**src/wpc_pkg.sv**
```systemverilog
// ----------------------------------------------------------------------------
// wpc_pkg: shared types and constants for the window pattern counter
// Holds the transfer payload structs and the default sizing of the block.
// ----------------------------------------------------------------------------
package wpc_pkg;

  localparam int WORD_W            = 32;
  localparam int MAX_WORDS         = 4;
  localparam int SEGMENT_LEN_DEF   = 2;
  localparam int TABLE_ENTRIES_DEF = 3;

  // One stream value, with the end mark that starts a table dump.
  typedef struct packed {
    logic signed [WORD_W-1:0] value;
    logic                     end_of_stream;
  } in_t;

  // One table entry on a dump, oldest entry first.
  typedef struct packed {
    logic        [3:0]        entry_index;
    logic signed [WORD_W-1:0] word_0;
    logic signed [WORD_W-1:0] word_1;
    logic signed [WORD_W-1:0] word_2;
    logic signed [WORD_W-1:0] word_3;
    logic        [WORD_W-1:0] occurrences;
    logic                     last_entry;
  } out_t;

endpackage

```
**src/window_pattern_counter.sv**
```systemverilog
// ----------------------------------------------------------------------------
// window_pattern_counter: sliding-window segment occurrence counter
// Counts overlapping runs of SEGMENT_LEN values against a FIFO-evicted table
// held in a synchronous RAM, and dumps the table on an end-marked value.
// ----------------------------------------------------------------------------
//
//  channel   | direction | signals                           | payload
//  ----------+-----------+-----------------------------------+--------------
//  item      | in        | item_valid, item_ready, item      | wpc_pkg::in_t
//  result    | out       | result_valid, result_ready,result | wpc_pkg::out_t
//
//  Sequence: take a value, then a scan reading one entry per cycle from the
//  table RAM until the first hit or past the last used entry; a dump reads
//  each table slot in turn and loads it into the result register.
//  Reset: clear fill, entry count and ring head; leave the table RAM as is.
//  Stalls: take a value only while no scan or dump runs; a waiting result
//  stalls only the dump, not the next value.
//
module window_pattern_counter #(
  parameter int SEGMENT_LEN   = wpc_pkg::SEGMENT_LEN_DEF,
  parameter int TABLE_ENTRIES = wpc_pkg::TABLE_ENTRIES_DEF
) (
  input  logic          clk,
  input  logic          rst,
  input  logic          item_valid,
  output logic          item_ready,
  input  wpc_pkg::in_t  item,
  output logic          result_valid,
  input  logic          result_ready,
  output wpc_pkg::out_t result
);

  localparam int WW      = wpc_pkg::WORD_W;
  localparam int SEG_W   = SEGMENT_LEN * WW;
  localparam int ENTRY_W = SEG_W + WW;
  localparam int ADDR_W  = (TABLE_ENTRIES > 1) ? $clog2(TABLE_ENTRIES) : 1;
  localparam int CNT_W   = $clog2(TABLE_ENTRIES + 1);
  localparam int SUM_W   = CNT_W + 1;
  localparam int FILL_W  = $clog2(SEGMENT_LEN + 1);

  // sequencer codes
  localparam logic [1:0] ST_IDLE    = 2'd0;
  localparam logic [1:0] ST_SCAN    = 2'd1;
  localparam logic [1:0] ST_DUMP_RD = 2'd2;
  localparam logic [1:0] ST_DUMP_WR = 2'd3;

  // Logical entry idx (0 = oldest) lives at (head + idx) mod TABLE_ENTRIES,
  // so FIFO eviction is a head advance and the survivors keep their order.
  function automatic logic [ADDR_W-1:0] phys_addr(input logic [ADDR_W-1:0] hd,
                                                  input logic [CNT_W-1:0]  idx);
    logic [SUM_W-1:0] sum;
    sum = SUM_W'(hd) + SUM_W'(idx);
    if (sum >= SUM_W'(TABLE_ENTRIES)) begin
      sum = sum - SUM_W'(TABLE_ENTRIES);
    end
    return ADDR_W'(sum);
  endfunction

  // control state
  logic [1:0]        state;
  logic [FILL_W-1:0] fill;
  logic [ADDR_W-1:0] head;
  logic [CNT_W-1:0]  used;
  logic [CNT_W-1:0]  rd_idx;
  logic [CNT_W-1:0]  dump_idx;
  logic              cmp_vld;
  logic [ADDR_W-1:0] cmp_addr;
  logic              hold_last;

  // window shift line, oldest value at index 0
  logic [WW-1:0]     win [SEGMENT_LEN];
  logic [SEG_W-1:0]  win_flat;

  // table RAM
  logic [ENTRY_W-1:0] mem [TABLE_ENTRIES];
  logic [ENTRY_W-1:0] rd_data;
  logic               rd_en;
  logic [ADDR_W-1:0]  rd_addr;
  logic               mem_we;
  logic [ADDR_W-1:0]  wr_addr;
  logic [ENTRY_W-1:0] wr_data;

  logic              item_fire;
  logic              out_free;
  logic              issue;
  logic              hit;
  logic              miss;
  logic [WW-1:0]     cnt_old;
  logic [WW-1:0]     cnt_new;
  logic [FILL_W-1:0] fill_next;
  logic              dump_valid;
  logic              dump_last;
  logic [WW-1:0]     dump_words [wpc_pkg::MAX_WORDS];
  wpc_pkg::out_t     result_next;

  assign item_ready = (state == ST_IDLE);
  assign item_fire  = item_valid & item_ready;
  assign out_free   = !result_valid | result_ready;

  always_comb begin
    for (int k = 0; k < SEGMENT_LEN; k++) begin
      win_flat[k*WW +: WW] = win[k];
    end
  end

  // Scan pipeline: read entry rd_idx while comparing the entry read last cycle.
  assign issue   = (state == ST_SCAN) && !hit && (rd_idx < used);
  assign hit     = (state == ST_SCAN) && cmp_vld && (rd_data[SEG_W-1:0] == win_flat);
  assign miss    = (state == ST_SCAN) && !cmp_vld && (rd_idx == used);
  assign cnt_old = rd_data[SEG_W +: WW];
  assign cnt_new = (cnt_old == '1) ? cnt_old : cnt_old + WW'(1);

  assign fill_next = (fill == FILL_W'(SEGMENT_LEN)) ? fill : fill + FILL_W'(1);

  assign dump_valid = (dump_idx < used);
  assign dump_last  = (dump_idx == CNT_W'(TABLE_ENTRIES - 1));

  // RAM port control
  always_comb begin
    rd_en   = 1'b0;
    rd_addr = phys_addr(head, rd_idx);
    mem_we  = 1'b0;
    wr_addr = cmp_addr;
    wr_data = {cnt_new, rd_data[SEG_W-1:0]};
    if (state == ST_DUMP_RD) begin
      rd_en   = 1'b1;
      rd_addr = phys_addr(head, dump_idx);
    end else if (issue) begin
      rd_en = 1'b1;
    end
    if (hit) begin
      mem_we = 1'b1;
    end else if (miss) begin
      mem_we  = 1'b1;
      wr_data = {WW'(1), win_flat};
      // a full table overwrites the oldest slot, which is the head
      wr_addr = (used == CNT_W'(TABLE_ENTRIES)) ? head : phys_addr(head, used);
    end
  end

  always_ff @(posedge clk) begin
    if (mem_we) begin
      mem[wr_addr] <= wr_data;
    end
    if (rd_en) begin
      rd_data <= mem[rd_addr];
    end
  end

  // Dump payload: entries never filled, and words past the segment, read zero.
  always_comb begin
    for (int k = 0; k < wpc_pkg::MAX_WORDS; k++) begin
      dump_words[k] = '0;
      if (k < SEGMENT_LEN && dump_valid) begin
        dump_words[k] = rd_data[k*WW +: WW];
      end
    end
    result_next.entry_index = 4'(dump_idx);
    result_next.word_0      = dump_words[0];
    result_next.word_1      = dump_words[1];
    result_next.word_2      = dump_words[2];
    result_next.word_3      = dump_words[3];
    result_next.occurrences = dump_valid ? cnt_old : '0;
    result_next.last_entry  = dump_last;
  end

  // Window shift line: payload only, the fill count says what is valid.
  always_ff @(posedge clk) begin
    if (item_fire) begin
      for (int k = 0; k < SEGMENT_LEN - 1; k++) begin
        win[k] <= win[k+1];
      end
      win[SEGMENT_LEN-1] <= item.value;
    end
  end

  // Result register
  always_ff @(posedge clk) begin
    if (state == ST_DUMP_WR && out_free) begin
      result <= result_next;
    end
  end

  // Sequencer
  always_ff @(posedge clk) begin
    if (rst) begin
      state        <= ST_IDLE;
      fill         <= '0;
      head         <= '0;
      used         <= '0;
      rd_idx       <= '0;
      dump_idx     <= '0;
      cmp_vld      <= 1'b0;
      cmp_addr     <= '0;
      hold_last    <= 1'b0;
      result_valid <= 1'b0;
    end else begin
      cmp_vld <= issue;
      if (issue) begin
        cmp_addr <= rd_addr;
        rd_idx   <= rd_idx + CNT_W'(1);
      end
      // Load on a free slot, else drop valid once the result is taken.
      if (state == ST_DUMP_WR && out_free) begin
        result_valid <= 1'b1;
      end else if (result_ready) begin
        result_valid <= 1'b0;
      end

      unique case (state)
        ST_IDLE: begin
          if (item_fire) begin
            fill      <= fill_next;
            hold_last <= item.end_of_stream;
            rd_idx    <= '0;
            dump_idx  <= '0;
            if (fill_next == FILL_W'(SEGMENT_LEN)) begin
              state <= ST_SCAN;
            end else if (item.end_of_stream) begin
              state <= ST_DUMP_RD;
            end
          end
        end
        ST_SCAN: begin
          if (miss) begin
            if (used == CNT_W'(TABLE_ENTRIES)) begin
              // evict: advance head past the slot just overwritten
              head <= (head == ADDR_W'(TABLE_ENTRIES - 1)) ? '0 : head + ADDR_W'(1);
            end else begin
              used <= used + CNT_W'(1);
            end
          end
          if (hit || miss) begin
            state <= hold_last ? ST_DUMP_RD : ST_IDLE;
          end
        end
        ST_DUMP_RD: begin
          state <= ST_DUMP_WR;
        end
        ST_DUMP_WR: begin
          if (out_free) begin
            if (dump_last) begin
              state <= ST_IDLE;
            end else begin
              dump_idx <= dump_idx + CNT_W'(1);
              state    <= ST_DUMP_RD;
            end
          end
        end
        default: begin
          state <= ST_IDLE;
        end
      endcase
    end
  end

  // ------------------------------------------------------------------------
  // Assertions
  // ------------------------------------------------------------------------
  a_used_bounded: assert property (@(posedge clk) disable iff (rst)
    used <= CNT_W'(TABLE_ENTRIES))
    else $error("entry count exceeds table size");

  a_one_write: assert property (@(posedge clk) disable iff (rst)
    $onehot0({hit, miss}))
    else $error("hit and insert in the same cycle");

  a_no_write_in_dump: assert property (@(posedge clk) disable iff (rst)
    (state == ST_DUMP_RD || state == ST_DUMP_WR) |-> !mem_we)
    else $error("table written during dump");

  a_used_moves_on_insert: assert property (@(posedge clk) disable iff (rst)
    (used != $past(used)) |-> $past(miss))
    else $error("entry count changed without an insert");

  a_load_only_when_free: assert property (@(posedge clk) disable iff (rst)
    (result_valid && !result_ready) |=> $stable(result))
    else $error("result overwritten while waiting");

endmodule

```
**config.mk**
```make
export PLATFORM = sky130hd
export DESIGN_NAME = window_pattern_counter
export DESIGN_NICKNAME = d
export VERILOG_FILES = /design/src/wpc_pkg.sv /design/src/window_pattern_counter.sv
export SDC_FILE = /design/constraint.sdc
export NUM_CORES = 1
export LEC_CHECK = 0
export ABC_AREA = 1
export ABC_CLOCK_PERIOD_IN_PS = 6850
export BUFFER_PORTS_ARGS = -buffer_cell sky130_fd_sc_hd__buf_4
export CAP_MARGIN = 20
export CORE_MARGIN = 3
export CORE_UTILIZATION = 45
export CTS_CLUSTER_SIZE = 8
export DETAILED_ROUTE_END_ITERATION = 8
export GPL_TIMING_DRIVEN = 0
export PLACE_DENSITY_LB_ADDON = 0.05
export SETUP_SLACK_MARGIN = 0.1
export SYNTH_ARGS = -nofsm -noshare
export SYNTH_HDL_FRONTEND = slang
export SYNTH_SLANG_ARGS = --single-unit
```
**constraint.sdc**
```tcl
create_clock -name clk -period 6.85 [get_ports clk]
set_input_delay 0.3425 -clock clk [delete_from_list [all_inputs] [get_ports clk]]
set_output_delay 0.3425 -clock clk [all_outputs]
set_load 0.05 [all_outputs]
```
==> results of run 1 <==
==> final timing paths <==
kind                        startpoint                        end  slack, ns  depth (start not counted)
setup / recovery  used[0]$_SDFFE_PP0P_       mem[1][15]$_DFFE_PP_       2.74                         16
hold / removal            result_ready  result_valid$_SDFFE_PP0P_       0.07                          4
setup reg to reg  used[0]$_SDFFE_PP0P_       mem[1][15]$_DFFE_PP_       2.74                         16
hold reg to reg   head[1]$_SDFFE_PP0P_       head[1]$_SDFFE_PP0P_       0.46                          2
==> power by group <==
part / switching [mW] / total [mW] / internal, mW / leakage [nW]
clock network: 1.38 / 3.52 / 2.14 / 1.06
logic: 3.01 / 4.10 / 1.09 / 4.59
registers: 0.377 / 5.68 / 5.31 / 5.15
==> worst min-delay path: stages <==
cell and delay, ns:
buf_4 0.08, nor2_1 0.07, inv_1 0.07, a21oi_1 0.06
==> cell usage in the layout, fill, tap and decap left out, types with 32 or more instances in the layout <==
| master | instances |
|---|---|
| nand2_1 | 346 |
| xnor2_1 | 32 |
| dlygate4sd3_1 | 34 |
| clkbuf_16 | 81 |
| conb_1 | 66 |
| nor2_1 | 262 |
| inv_1 | 177 |
| o21ai_1 | 55 |
| edfxtp_1 | 547 |
| o21ai_0 | 220 |
| clkbuf_1 | 46 |
| buf_4 | 210 |
==> flip-flops by register name, indices dropped and copies added, names as in the netlist, 2 cells and up <==
signal and cells:
cmp_addr 2, dump_idx 2, fill 2, head 2, mem 288, rd_data 96, rd_idx 2, result 99
state 2, used 2, win 64
==> cell usage after synthesis (3+ instances only) <==
library cell / count
edfxtp_1: 547
nand2_1: 347
nor2_1: 267
o21ai_0: 220
inv_1: 177
buf_4: 74
o21ai_1: 55
clkbuf_1: 35
xnor2_1: 32
a21oi_1: 30
xor2_1: 22
buf_2: 21
nor3_1: 21
dfxtp_1: 17
nand3_1: 17
ha_1: 13
inv_2: 7
a211oi_1: 6
nand4_1: 6
nor4_1: 5
buf_1: 4
nand2_2: 4
fa_1: 3
nor3_2: 3
==> what timing repair did <==
item	4_1_cts	5_1_grt
hold buffers	34	0
endpoints found under the hold margin	34	0
buffers inserted	0	0
==> cell type report <==
type	count	area (sq um)	area share [%]
Multi-Input combinational cell	1139	5410	19.0
Clock inverter	7	113	0.395
Clock buffer	92	2070	7.26
Sequential cell	564	16800	58.9
Buffer	136	823	2.89
Inverter	185	696	2.44
Tap cell	672	841	2.95
Timing Repair Buffer	188	1770	6.20
==> routing by layer <==
| metal | up-vias | GRT usage, % | part of all wire (%) |
|---|---|---|---|
| li1 | 7204 | - | - |
| met1 | 7260 | 28.7 | 43 |
| met2 | 434 | 35.7 | 49 |
| met3 | 101 | 3.47 | 5.3 |
| met4 | 0 | 8.07 | 3.0 |
| met5 | - | 0 | 0 |
==> through the flow <==
step	cell area (sq um)	hold slack [ns]	utilization, %
after global routing	28500	0.0749	56.1
after CTS	28500	0.0469	56.1
after detailed placement	26000	0.457	51.1
final	28500	0.0750	56.1
after floorplan	23700	0.425	-
after global placement	25500	0.448	50.2
==> cell families after synthesis <==
group                      share of synthesized area (%)
buffers and inverters                               6.49
and+or+nand+nor                                     11.7
adders and majority gates                          0.951
xor gates and xnor gates                            2.02
AOI/OAI and AO/OA                                   7.23
other                                             0.0160
DFF                                                 71.6
==> run_results.csv, run 1 <==
group,metric,value,unit
run_status,status,"finished, final reports clean",
setup_path,critical_path.max_stage_delay,0.53,ns
drt,ant_nets,0,
timing,setup_ws,2.74,ns
timing,slew_headroom,40.8,%
clocking,root_buffer,"clkbuf_16",
drt,via_per_inst,5.03,
die,num_io_pins,204,
die,die_height,234,um
power_and_ir_drop,power.total,13.3,mW
logic_synthesis,syn-cell-area,0.0234,sq mm
setup_path,crit_family,"simple AND/OR/NAND/NOR gates",
power_and_ir_drop,pwr_density_cell,467,mW/mm^2
timing,drv_slew,0,
logic_synthesis,synth_top_area_cell,"edfxtp_1",
clocking,worstSkewPairLatency,0.60,ns
die,dieArea,0.0548,sq mm
setup_path,cpMostUsedCell,"buf_12",
die,initial_core_util,46.1,%
grt,grt_max_degree,50,
clocking,cts_resized,0,
cells_and_area,stdcell_count,2983,
cells_and_area,fill_cells,4225,
logic_synthesis,netlist.area_leader.share,70.2,%
setup_path,crit_required,7.14,ns
cells_and_area,syn2layout_area_growth,21.7,%
logic_synthesis,synth_cells,1959,
logic_synthesis,ys_ff_latch,564,
logic_synthesis,ys_warn_count,0,
logic_synthesis,avgSynthCellArea,11.9,sq um
placed_design,dp_slack,2.68,ns
clocking,clk_pin_slew_worst_paths,0.05,ns
die,die_w,234,um
setup_path,crit_chain,"ha_1, inv_1, fa_1, inv_1, ha_1, nor2_1, nand2_1, o211ai_1, o211ai_1, o21ai_0, nand2_1, nor2_4, buf_16, buf_12, buf_12, buf_12",
timing,final_hold_viol_count,0,
timing,rsz0062_at_grt,"no",
logic_synthesis,async_flop_share,0,%
hold_path,hold_path_class,"in -> reg",
drt,routed_wl,58600,um
clocking,cts.htree.levels,3,
power_and_ir_drop,ir_drop,243,uV
grt,grt_pass1_wl,87500,um
setup_path,path_class,"reg -> reg",
clocking,cts_sinks,564,
cells_and_area,nets,2347,
drt,drt_first_pass_iters,5,
logic_synthesis,synth_edf_count,547,
cells_and_area,drive_gt1_share,16.1,%
placed_design,post-place-cells,2850,
drt,drcViolationCount,0,
setup_path,critPathBufInv,6,
flow_run,maxCapViolCount,0,
setup_path,slowest_stage,"nor2_4",
drt,vias,14999,
timing,tightest_slew,0.888,ns
timing,period_needed,4.11,ns
grt,antenna_found_initial,1,
die,rows,82,
cells_and_area,num_antenna_cells,0,
grt,gr-total-overflow,0,
placed_design,gp_congestion,0.876,
clocking,cts_tree,"built",
setup_path,crit_path_start_kind,"flip-flop",
setup_path,crit_path_end_kind,"flip-flop",
placed_design,dp_hpwl,38600,um
grt,grt_pass1_vias,15062,
timing,max_freq,243,MHz
logic_synthesis,yosys-top-cells-area,"edfxtp_1 (70%), nand2_1 (5.6%), o21ai_0 (4.7%), nor2_1 (4.3%), inv_1 (2.8%)",
logic_synthesis,synth-main-ff-cell,"edfxtp_1",
clocking,numCtsBuffers,80,
timing,clock_skew,0.0112,ns
die,design.core.area,0.0508,sq mm
setup_path,cp.arrival,4.40,ns
clocking,clk_path_buf_depth,3,
drt,avgRoutedWirePerCell,19.7,um
drt,drt_iter0_drc,1119,
placed_design,portBuffers,136,
timing,period_share,60.0,%
grt,globalRouteTotalUtil,21.5,%
logic_synthesis,synth_cell_types,42,
timing,finalSetupViolations,0,
timing,tns,0,ns
power_and_ir_drop,leakage,10.8,nW
setup_path,cp_max_fo,26,
logic_synthesis,ys_seq_area_share,71.6,%
(Power assumes the default switching activity.)
==> run 2: changes to the inputs <==
--- a/config.mk
+++ b/config.mk
@@ -6,7 +6,7 @@
 export NUM_CORES = 1
 export LEC_CHECK = 0
 export ABC_AREA = 1
-export ABC_CLOCK_PERIOD_IN_PS = 6850
+export ABC_CLOCK_PERIOD_IN_PS = 3900
 export BUFFER_PORTS_ARGS = -buffer_cell sky130_fd_sc_hd__buf_4
 export CAP_MARGIN = 20
 export CORE_MARGIN = 3
==> constraint.sdc (replaced) <==
create_clock -name clk -period 3.9 [get_ports clk]
set_input_delay 0.195 -clock clk [delete_from_list [all_inputs] [get_ports clk]]
set_output_delay 0.195 -clock clk [all_outputs]
set_load 0.05 [all_outputs]
==> run_results.csv, run 2 (synthesis gave the netlist of run 1 again) <==
group,metric,value,unit
run_status,status,"finished, final reports clean",
clocking,worstSkewPairLatency,0.60,ns
clocking,clk_pin_slew_worst_paths,0.05,ns
cells_and_area,largest_reg_flops,288,
drt,ant_nets,0,
cells_and_area,postLayoutCoreUtil,56.2,%
setup_path,crit_path_end_kind,"flip-flop",
die,die_height,234,um
timing,clock_skew,0.0176,ns
cells_and_area,design_area,0.0285,sq mm
placed_design,portBuffers,136,
setup_path,r2r-end,"result[149]$_SDFFCE_PP0P_",
timing,period_needed,3.34,ns
cells_and_area,regMostFlops,"mem",
setup_path,r2r_cells,7,
cells_and_area,seqCellArea,0.0168,sq mm
setup_path,cp.arrival,3.64,ns
drt,via_per_inst,5.04,
timing,final_hold_viol_count,0,
hold_path,hold_path_class,"in -> reg",
drt,drt_iter0_drc,1133,
power_and_ir_drop,pwr_density_cell,817,mW/mm^2
die,rows,82,
drt,routed_wl,58300,um
cells_and_area,top_regs,"mem x288, result x99, rd_data x96",
drt,drcViolationCount,0,
timing,tns,0,ns
placed_design,placed_cell_area,0.0260,sq mm
clocking,root_buffer,"clkbuf_16",
placed_design,dp_hpwl,38700,um
cells_and_area,syn2layout_area_growth,21.9,%
power_and_ir_drop,ir_drop,367,uV
die,initial_core_util,46.1,%
grt,globalRouteTotalUtil,21.5,%
clocking,cts_sinks,564,
setup_path,cp_max_fo,10,
timing,period_share,85.6,%
timing,max_freq,300,MHz
clocking,numCtsBuffers,80,
timing,slew_headroom,36.8,%
grt,grt_pass1_wl,87500,um
setup_path,path_class,"reg -> reg",
die,dieArea,0.0548,sq mm
clocking,clk_path_buf_depth,3,
flow_run,maxCapViolCount,0,
timing,drv_slew,0,
cells_and_area,mostFrequentLayoutCell,"edfxtp_1",
cells_and_area,layout_common_cells,"edfxtp_1 (547), nand2_1 (346), nor2_1 (261)",
placed_design,dp_slack,0.210,ns
hold_path,hold_depth,2,
die,num_io_pins,204,
placed_design,post-place-cells,2851,
die,design.core.area,0.0508,sq mm
power_and_ir_drop,power.total,23.3,mW
clocking,cts.htree.levels,3,
power_and_ir_drop,leakage,10.8,nW
timing,hold_ws,0.312,ns
grt,gr-total-overflow,0,
timing,finalSetupViolations,0,
clocking,cts_tree,"built",
setup_path,crit_path_start_kind,"flip-flop",
clocking,cts_resized,0,
timing,setup_ws,0.561,ns
cells_and_area,drive_gt1_share,16.5,%
cells_and_area,num_antenna_cells,0,
hold_path,worstHoldEndpoint,"win[0][61]$_DFFE_PP_",
setup_path,crit_required,4.20,ns
drt,avgRoutedWirePerCell,19.5,um
setup_path,ff2ff_setup_slack,0.56,ns
cells_and_area,nets,2355,
grt,grt_max_degree,53,
cells_and_area,fill_cells,4255,
grt,grt_pass1_vias,14985,
hold_path,min_from,"item[30]",
timing,tightest_slew,0.948,ns
grt,antenna_found_initial,0,
setup_path,crit_start,"used[1]$_SDFFE_PP0P_",
drt,vias,15031,
drt,drt_first_pass_iters,5,
cells_and_area,multiInputGateArea,0.00542,sq mm
die,die_w,234,um
setup_path,r2r-start,"used[1]$_SDFFE_PP0P_",
cells_and_area,stdcell_count,2985,
timing,rsz0062_at_grt,"no",
placed_design,gp_congestion,0.908,
## run 2: layout make-up
| type | count | area share, % |
|---|---|---|
| buffer | 136 | 2.88 |
| clock buffer | 86 | 7.17 |
| clock inverter | 7 | 0.294 |
| inverter | 185 | 2.44 |
| multi-input combinational | 1139 | 19.0 |
| sequential | 564 | 58.7 |
| tap | 672 | 2.95 |
| timing repair buffer | 196 | 6.55 |
## run 2: worst max path at each step
stage               slack (ns)                   endpoint
finish                    0.56  result[149]$_SDFFCE_PP0P_
global route              0.33       mem[0][50]$_DFFE_PP_
CTS                       0.19       mem[2][50]$_DFFE_PP_
detailed placement        0.21       mem[2][50]$_DFFE_PP_
global placement         -2.56       rd_data[8]$_DFFE_PP_
floorplan                 0.01        mem[2][0]$_DFFE_PP_
## run 2: per-layer routing
layer	up-vias	routed length (um)	GRT usage (%)
met5	-	0	0
met2	485	28200	35.7
met4	0	1560	7.92
met3	92	3710	3.88
li1	7222	-	-
met1	7232	24900	28.4
## run 2: what timing repair did
item	4_1_cts	5_1_grt
setup endpoints to repair	0	33
buffers inserted	0	4
endpoints found under the hold margin	40	0
hold buffers	37	0
## run 2: worst max-delay path, cell delays in order (launching register included)
cell and delay [ns]:
dfxtp_1 0.36, inv_1 0.12, ha_1 0.30, a21o_1 0.12, clkbuf_1 0.53, clkbuf_1 0.78, buf_1 0.65, nor2_1 0.16
## run 2: where the power goes
group          leakage (nW)  switching, mW  internal [mW]
Combinational          4.65           5.30           1.96
Sequential             5.16          0.666           9.32
Clock                  1.05           2.41           3.67
Total                  10.8           8.38           15.0
==> run 3: changes to the inputs <==
--- a/config.mk
+++ b/config.mk
@@ -15,6 +15,7 @@
 export DETAILED_ROUTE_END_ITERATION = 8
 export GPL_TIMING_DRIVEN = 0
 export PLACE_DENSITY_LB_ADDON = 0.05
+export RECOVER_POWER = 25
 export SETUP_SLACK_MARGIN = 0.1
 export SYNTH_ARGS = -nofsm -noshare
 export SYNTH_HDL_FRONTEND = slang
==> run_results.csv, run 3 (synthesis gave the netlist of run 1 again) <==
group,metric,value,unit
clocking,worstSkewPairLatency,0.60,ns
run_status,violations,"max-capacitance violations, max-slew violations",
cells_and_area,mostFrequentLayoutCell,"edfxtp_1",
cells_and_area,num_antenna_cells,0,
grt,grt_max_degree,53,
setup_path,crit_required,4.19,ns
timing,rsz0062_at_grt,"no",
timing,tightest_slew,1.83,ns
die,dieArea,0.0548,sq mm
setup_path,crit_path_start_kind,"flip-flop",
drt,vias,15054,
setup_path,setup.worst_path.end,"mem[0][50]$_DFFE_PP_",
grt,grt_pass1_vias,14985,
cells_and_area,drive_gt1_share,12.0,%
drt,avgRoutedWirePerCell,19.6,um
setup_path,r2r-start,"used[1]$_SDFFE_PP0P_",
cells_and_area,largest_reg_flops,288,
clocking,cts_sinks,564,
run_status,status,"complete, but fails checks",
drt,ant_nets,0,
drt,routed_wl,58400,um
drt,drt_iter0_drc,1137,
cells_and_area,syn2layout_area_growth,20.0,%
hold_path,hold_path_class,"in -> reg",
timing,clock_skew,0.0193,ns
clocking,root_buffer,"clkbuf_16",
flow_run,maxCapViolCount,2,
timing,period_needed,3.47,ns
hold_path,hold_depth,2,
timing,tns,0,ns
die,design.core.area,0.0508,sq mm
drt,drcViolationCount,0,
timing,period_share,89.0,%
setup_path,cp.arrival,3.77,ns
placed_design,post-place-cells,2851,
cells_and_area,layout_common_cells,"edfxtp_1 (547), nand2_1 (346), nor2_1 (263)",
clocking,clk_pin_slew_worst_paths,0.05,ns
clocking,clk_path_buf_depth,3,
placed_design,dp_hpwl,38700,um
grt,antenna_found_initial,0,
power_and_ir_drop,leakage,10.5,nW
grt,globalRouteTotalUtil,21.5,%
die,rows,82,
setup_path,cp_max_fo,18,
power_and_ir_drop,pwr_density_cell,826,mW/mm^2
setup_path,crit_start,"used[1]$_SDFFE_PP0P_",
die,die_height,234,um
setup_path,ff2ff_setup_slack,0.43,ns
setup_path,path_class,"reg -> reg",
timing,finalSetupViolations,0,
setup_path,r2r-end,"mem[0][50]$_DFFE_PP_",
drt,via_per_inst,5.04,
setup_path,r2r_cells,10,
cells_and_area,stdcell_count,2985,
cells_and_area,nets,2355,
power_and_ir_drop,ir_drop,367,uV
timing,slew_headroom,-22.4,%
grt,grt_pass1_wl,87500,um
timing,max_freq,288,MHz
die,die_w,234,um
cells_and_area,regMostFlops,"mem",
die,num_io_pins,204,
clocking,cts_tree,"built",
die,initial_core_util,46.1,%
setup_path,crit_path_end_kind,"flip-flop",
drt,drt_first_pass_iters,5,
cells_and_area,fill_cells,4374,
grt,gr-total-overflow,0,
placed_design,portBuffers,136,
clocking,numCtsBuffers,80,
cells_and_area,top_regs,"mem x288, result x99, rd_data x96",
timing,drv_slew,36,
timing,final_hold_viol_count,0,
placed_design,gp_congestion,0.908,
clocking,cts.htree.levels,3,
==> run 3: cell types whose count changed in the layout (fill, tap and decap cells not counted), sizes merged <==
| cell | change |
|---|---|
| buf | -136 |
| clkbuf | +136 |
==> run 3: routing by layer <==
metal | GRT usage, % | part of all wire, %
met1 | 28.4 | 43
met2 | 35.7 | 48
met3 | 3.88 | 6.4
met4 | 7.92 | 2.5
met5 | 0 | 0
==> run 3: worst min path at each step <==
stage                   from                   end  slack (ns)
global route        item[27]  win[0][58]$_DFFE_PP_        0.32
CTS                  item[2]  win[0][33]$_DFFE_PP_        0.27
finish              item[30]  win[0][61]$_DFFE_PP_        0.33
detailed placement  item[29]  win[0][60]$_DFFE_PP_        0.37
floorplan            item[1]  win[0][32]$_DFFE_PP_        0.29
global placement    item[29]  win[0][60]$_DFFE_PP_        0.37
==> run 3: power by group <==
group          switching [mW]  total, mW  internal [mW]
Sequential              0.664       9.99           9.33
Clock                    2.41       6.08           3.67
Combinational            5.29       7.15           1.86
Total                    8.36       23.2           14.9
==> run 3: cell type report <==
class                      instances  area (sq um)  area share [%]
clock inverter                     7          83.8           0.298
buffer                           136           823            2.93
sequential                       564         16800            59.7
clock buffer                      86          2050            7.28
timing repair buffer             196          1450            5.14
multi-input combinational       1139          5400            19.2
inverter                         185           696            2.48
tap                              672           841            2.99
==> run 3: timing repair <==
action | CTS | global route
endpoints found under the setup margin | 0 | 33
hold buffers | 37 | 0
endpoints found under the hold margin | 40 | 0
resized for setup | 0 | 0
setup buffers | 0 | 4
==> run 3: critical path, cell delays in order (launching register included) <==
cell	delay, ns
dfxtp_1	0.36
inv_1	0.12
ha_1	0.32
nand4_1	0.46
inv_1	0.47
o211ai_1	0.18
o21ai_2	0.12
nand2_1	0.17
nor2_4	0.48
buf_12	0.26
buf_16	0.18
==> run 3: metrics by stage <==
step                hold slack (ns)  power (mW)  worst slack, ns  utilization (%)  instance area, sq um
finish                        0.331        23.2            0.429             55.3                 28100
global route                  0.321        24.5            0.283             55.3                 28100
CTS                           0.273        23.5            0.189             56.1                 28500
detailed placement            0.374        17.4            0.210             51.2                 26000
global placement              0.373        16.4            -2.56             50.3                 25600
floorplan                     0.294        14.4           0.0116                -                 23700
